<file path="src/rtl/core/local_peak_window_finder_macros.svh">
// assertion macros for the local peak window finder
// used by the modules under rtl/core
`ifndef LOCAL_PEAK_WINDOW_FINDER_MACROS_SVH
`define LOCAL_PEAK_WINDOW_FINDER_MACROS_SVH
// implication checked on every rising clock edge outside reset
`define LPW_ASSERT_IMP(label, clk, rst_n, ante, cons, msg) \
  label: assert property (@(posedge clk) disable iff (!rst_n) (ante) |-> (cons)) \
    else $error(msg);
// next-cycle implication
`define LPW_ASSERT_NXT(label, clk, rst_n, ante, cons, msg) \
  label: assert property (@(posedge clk) disable iff (!rst_n) (ante) |=> (cons)) \
    else $error(msg);
`endif

</file>
<file path="src/rtl/core/lpw_pkg.sv">
// package for the local peak window finder: item types, trend codes, stack command and series limit
// no dependencies
`default_nettype none
package lpw_pkg;
  // a series is cut off at this many samples
  localparam int MAX_SERIES_LENGTH = 65536;
  typedef struct packed {
    logic signed [31:0] sample;
    logic               last_sample;
  } lpw_in_t;
  typedef struct packed {
    logic        peak_valid;
    logic [15:0] peak_index;
    logic [16:0] window_size;
    logic        end_of_series;
    logic        overflow;
  } lpw_out_t;
  localparam logic [1:0] TREND_START = 2'd0;
  localparam logic [1:0] TREND_FALL  = 2'd1;
  localparam logic [1:0] TREND_FLAT  = 2'd2;
  localparam logic [1:0] TREND_RISE  = 2'd3;
  // command from the sequencer to the stack cell rows
  typedef struct packed {
    logic push;    // push head entry, shifting others down
    logic pop;     // pop head entry
  } lpw_stk_cmd_t;
endpackage
`default_nettype wire

</file>
<file path="src/rtl/core/lpw_cell.sv">
// one cell of a shift stack: holds a value, an index and a left bound
// depends on lpw_pkg
`default_nettype none
module lpw_cell import lpw_pkg::*; (
  input  wire logic               clk_i,
  input  wire lpw_stk_cmd_t       cmd_i,
  input  wire logic signed [31:0] up_val_i,
  input  wire logic [15:0]        up_idx_i,
  input  wire logic [17:0]        up_left_i,
  input  wire logic signed [31:0] dn_val_i,
  input  wire logic [15:0]        dn_idx_i,
  input  wire logic [17:0]        dn_left_i,
  output logic signed [31:0]      val_o,
  output logic [15:0]             idx_o,
  output logic [17:0]             left_o
);
  logic signed [31:0] val_q;
  logic [15:0]        idx_q;
  logic [17:0]        left_q;
  // push takes from the neighbor above, pop from the one below
  always_ff @(posedge clk_i) begin
    if (cmd_i.push) begin
      val_q <= up_val_i; idx_q <= up_idx_i; left_q <= up_left_i;
    end else if (cmd_i.pop) begin
      val_q <= dn_val_i; idx_q <= dn_idx_i; left_q <= dn_left_i;
    end
  end
  assign val_o  = val_q;
  assign idx_o  = idx_q;
  assign left_o = left_q;
endmodule
`default_nettype wire

</file>
<file path="src/rtl/core/lpw_stack.sv">
// stack built from a row of lpw_cell, top of stack in cell 0
// depends on lpw_pkg and lpw_cell
`default_nettype none
module lpw_stack import lpw_pkg::*; #(
  parameter int Depth = 64
) (
  input  wire logic               clk_i,
  input  wire lpw_stk_cmd_t       cmd_i,
  input  wire logic signed [31:0] val_i,
  input  wire logic [15:0]        idx_i,
  input  wire logic [17:0]        left_i,
  output logic signed [31:0]      top_val_o,
  output logic [15:0]             top_idx_o,
  output logic [17:0]             top_left_o,
  output logic [15:0]             second_idx_o
);
  logic signed [31:0] val_w  [Depth+1];
  logic [15:0]        idx_w  [Depth+1];
  logic [17:0]        left_w [Depth+1];
  lpw_stk_cmd_t       ccmd;
  // a push on a full stack shifts the bottom entry out of the last cell
  assign ccmd = '{push: cmd_i.push, pop: cmd_i.pop};
  assign val_w[Depth]  = '0;
  assign idx_w[Depth]  = '0;
  assign left_w[Depth] = '0;
  for (genvar g = 0; g < Depth; g++) begin : g_cell
    logic signed [31:0] uv;
    logic [15:0]        ui;
    logic [17:0]        ul;
    if (g == 0) begin : g_head
      assign uv = val_i; assign ui = idx_i; assign ul = left_i;
    end else begin : g_body
      assign uv = val_w[g-1]; assign ui = idx_w[g-1]; assign ul = left_w[g-1];
    end
    lpw_cell u_cell (
      .clk_i, .cmd_i(ccmd),
      .up_val_i(uv), .up_idx_i(ui), .up_left_i(ul),
      .dn_val_i(val_w[g+1]), .dn_idx_i(idx_w[g+1]), .dn_left_i(left_w[g+1]),
      .val_o(val_w[g]), .idx_o(idx_w[g]), .left_o(left_w[g])
    );
  end
  assign top_val_o    = val_w[0];
  assign top_idx_o    = idx_w[0];
  assign top_left_o   = left_w[0];
  assign second_idx_o = idx_w[1];
endmodule
`default_nettype wire

</file>
<file path="config.mk">
export PLATFORM = sky130hd
export DESIGN_NAME = lpw_stack
export DESIGN_NICKNAME = d
export VERILOG_FILES = /design/src/rtl/core/local_peak_window_finder_macros.svh /design/src/rtl/core/lpw_pkg.sv /design/src/rtl/core/lpw_cell.sv /design/src/rtl/core/lpw_stack.sv
export SDC_FILE = /design/constraint.sdc
export NUM_CORES = 2
export LEC_CHECK = 0
export BUFFER_PORTS_ARGS = -buffer_cell sky130_fd_sc_hd__buf_4
export CORE_ASPECT_RATIO = 1.5
export CORE_MARGIN = 1.5
export CORE_UTILIZATION = 60
export CTS_CLUSTER_DIAMETER = 120
export DETAILED_ROUTE_END_ITERATION = 10
export PLACE_DENSITY = 0.76
export SYNTH_ARGS = -nofsm -noshare
export SYNTH_HDL_FRONTEND = slang
export SYNTH_SLANG_ARGS = --single-unit
</file>
<file path="constraint.sdc">
create_clock -name clk_i -period 117.7 [get_ports clk_i]
set_input_delay 29.425 -clock clk_i [delete_from_list [all_inputs] [get_ports clk_i]]
set_output_delay 29.425 -clock clk_i [all_outputs]
set_load 0.01 [all_outputs]
</file>
==> results.sh <==
export IMPL_finalPower_uw=3768
export IMPL_synth_avg_cell_area_um2=19.87
export IMPL_post_cts_buffers=0
export IMPL_grt_antenna_before_repair=12
export IMPL_crit_arrival_ns=35.75
export IMPL_drt_iter0_drc=5583
export IMPL_finalSetupTns_ns=0
export IMPL_final_cell_area_um2=194100
export IMPL_synth_fa_ha_area_share_pct=0
export IMPL_gp_congestion=0.7100
export IMPL_fp_dieArea_um2=298600
export IMPL_postCtsHoldBufs=0
export IMPL_ys_warn_count=0
export IMPL_fin_util_pct=66.02
export IMPL_cts_tree="built"
export IMPL_syn_num_nets=8988
export IMPL_synth_largest_type_area_fraction_pct=71.59
export IMPL_cap_viol_max_count=0
export IMPL_track_usage_pct=16.29
export IMPL_irDropWorstVdd_mv=0.01293
export IMPL_drv_slew=0
export IMPL_dpl_hpwl_mm=143.1
export IMPL_die_h_um=668.5
export IMPL_finalSetupViolations=0
export IMPL_rsz0062_at_grt="false"
export IMPL_cts_htree_levels=5
export IMPL_yosys_area_share_simple_pct=0.2366
export IMPL_yosysTopAreaCell="edfxtp_1"
export IMPL_ys_seq_area_share_pct=71.59
export IMPL_syn_inst=8919
export IMPL_drt_wirelength_per_cell_um=18.48
export IMPL_synth_area_leaders="edfxtp_1 72%, mux2_2 25%, mux2_4 1.4%, buf_2 1.2%, and2_1 0.23%"
export IMPL_placed_area_um2=181600
export IMPL_fmax_ghz=0.02834
export IMPL_rows=244
export IMPL_synth_top_family_by_area="multiplexers"
export IMPL_io_pins=151
export IMPL_syn_cell_area_um2=177200
export IMPL_clock_path_buffers=4
export IMPL_relSlewSlack_pct=19.61
export IMPL_grt_pass1_vias=77970
export IMPL_status="finished, final reports clean"
export IMPL_setup_ws_ns=82.42
export IMPL_grt_ovfl_total=0
export IMPL_numPortBuffers=150
export IMPL_vias=75350
export IMPL_synthXorXnorAreaFrac_pct=0
export IMPL_drc=0
export IMPL_end_kind="flip-flop"
export IMPL_fin_crit_ns=35.28
export IMPL_skew_ns=0.03199
export IMPL_cp_required_ns=118.17
export IMPL_crit_fanout=91
export IMPL_grt_max_degree=215
export IMPL_finalHoldViolations=0
export IMPL_min_period_over_period_pct=29.98
export IMPL_final_antenna_net_count=0
export IMPL_cts_root_buf="clkbuf_16"
export IMPL_power_density_nw_per_um2=19.41
export IMPL_drive_above_1_share_pct=52.54
export IMPL_worst_pin_slew_ns=1.206
export IMPL_vias_per_cell=5.661
export IMPL_cp_start_kind="primary input"
export IMPL_synth_compound_area_share_pct=0
export IMPL_grt_pass1_wl_mm=412.7
export IMPL_core_um2=294000
export IMPL_synth_distinct_cells=10
export IMPL_start_util_pct=60.26
export IMPL_syn2layout_area_growth_pct=9.543
export IMPL_fp_dieW_um=446.7
export IMPL_cts_sinks=4224
export IMPL_cts_resized=0
export IMPL_p_leak_uw=0.06799
export IMPL_ys_ff_latch=4224
export IMPL_drt_wl_total_mm=246.0
export IMPL_nets=9143
export IMPL_path_class="in2reg"
export IMPL_firstDrtPassIters=5
export IMPL_hold_path_class="reg2reg"
export IMPL_synthMuxAreaShare_pct=26.77
export IMPL_cts_clk_slew_worst_paths_ns=0.06
export IMPL_clock_latency_ns=0.89
export IMPL_cts_inserted_buffers=384
export IMPL_place_ws_ns=81.49
worst max-delay path, stage by stage:
cell and delay [ns]:
buf_16 0.30, or2_4 0.75, buf_4 0.62, buf_4 0.95
buf_4 0.89, buf_4 0.79, buf_4 0.77, buf_4 0.95
stage by stage:
| stage | hold slack (ns) | instances |
|---|---|---|
| final | 0.5443 | 13310 |
| after global routing | 0.5638 | 13310 |
| after CTS | 0.5459 | 13310 |
| after detailed placement | 0.5346 | 12620 |
| after global placement | 0.5310 | 12620 |
| after floorplan | 0.5159 | 8919 |
per-layer routing:
layer	part of all wire, %	up-vias	track usage, %
met1	47	38170	24.03
met5	0.011	-	0
li1	-	35990	-
met4	2.0	4	4.139
met3	3.3	351	2.489
met2	48	830	25.59
flip-flops by register name (all words and copies together), names as in the netlist:
register              count
g_cell.u_cell.val_o    2048
g_cell.u_cell.left_o   1152
g_cell.u_cell.idx_o    1024
where the power goes:
group	internal [µW]	total (µW)	switching, µW
registers	2010	2150	138
logic	239	368	129
clock network	714	1250	534
total	2970	3770	801
cells in the final DEF (no fill, tap or decap), drive strengths merged:
cell type,n
or2,1
clkbuf,455
diode,3
inv,8
and2,66
buf,239
clkinv,161
bufinv,47
clkinvlp,13
mux2,4158
edfxtp,4224
cell families (layout without fill, tap and decap cells):
group,count (synthesis),after routing
other,0,3
flip-flops,4224,4224
multiplexers,4158,4158
buffers and inverters,470,923
AND/OR/NAND/NOR,67,67
path summary, 6_finish.rpt:
check / start / to / slack (ns) / cells past startpoint
worst max-delay path: cmd_i[1] / g_cell[6].u_cell.left_o[1] / 82.42 / 8
worst min-delay path: g_cell[63].u_cell.idx_o[0] / g_cell[62].u_cell.idx_o[0] / 0.54 / 1
worst max register to register: g_cell[1].u_cell.idx_o[6] / g_cell[0].u_cell.idx_o[6] / 116.54 / 1
worst min register to register: g_cell[63].u_cell.idx_o[0] / g_cell[62].u_cell.idx_o[0] / 0.54 / 1
layout make-up:
type / instances / area (µm²)
Multi-Input combinational cell: 4225 / 47850
Clock buffer: 455 / 10070
Fill cell: 18970 / 99910
Tap cell: 3936 / 4925
Antenna cell: 3 / 7.507
Clock inverter: 229 / 2414
Timing Repair Buffer: 239 / 1977
Sequential cell: 4224 / 126800
cell usage after synthesis:
library cell  number
edfxtp_1        4224
clkbuf_1           6
buf_2            441
or2_2              1
buf_4              1
buf_6             22
mux2_1            21
mux2_4           162
mux2_2          3975
and2_1            66
No activity file was read; power rests on OpenSTA's default activity.
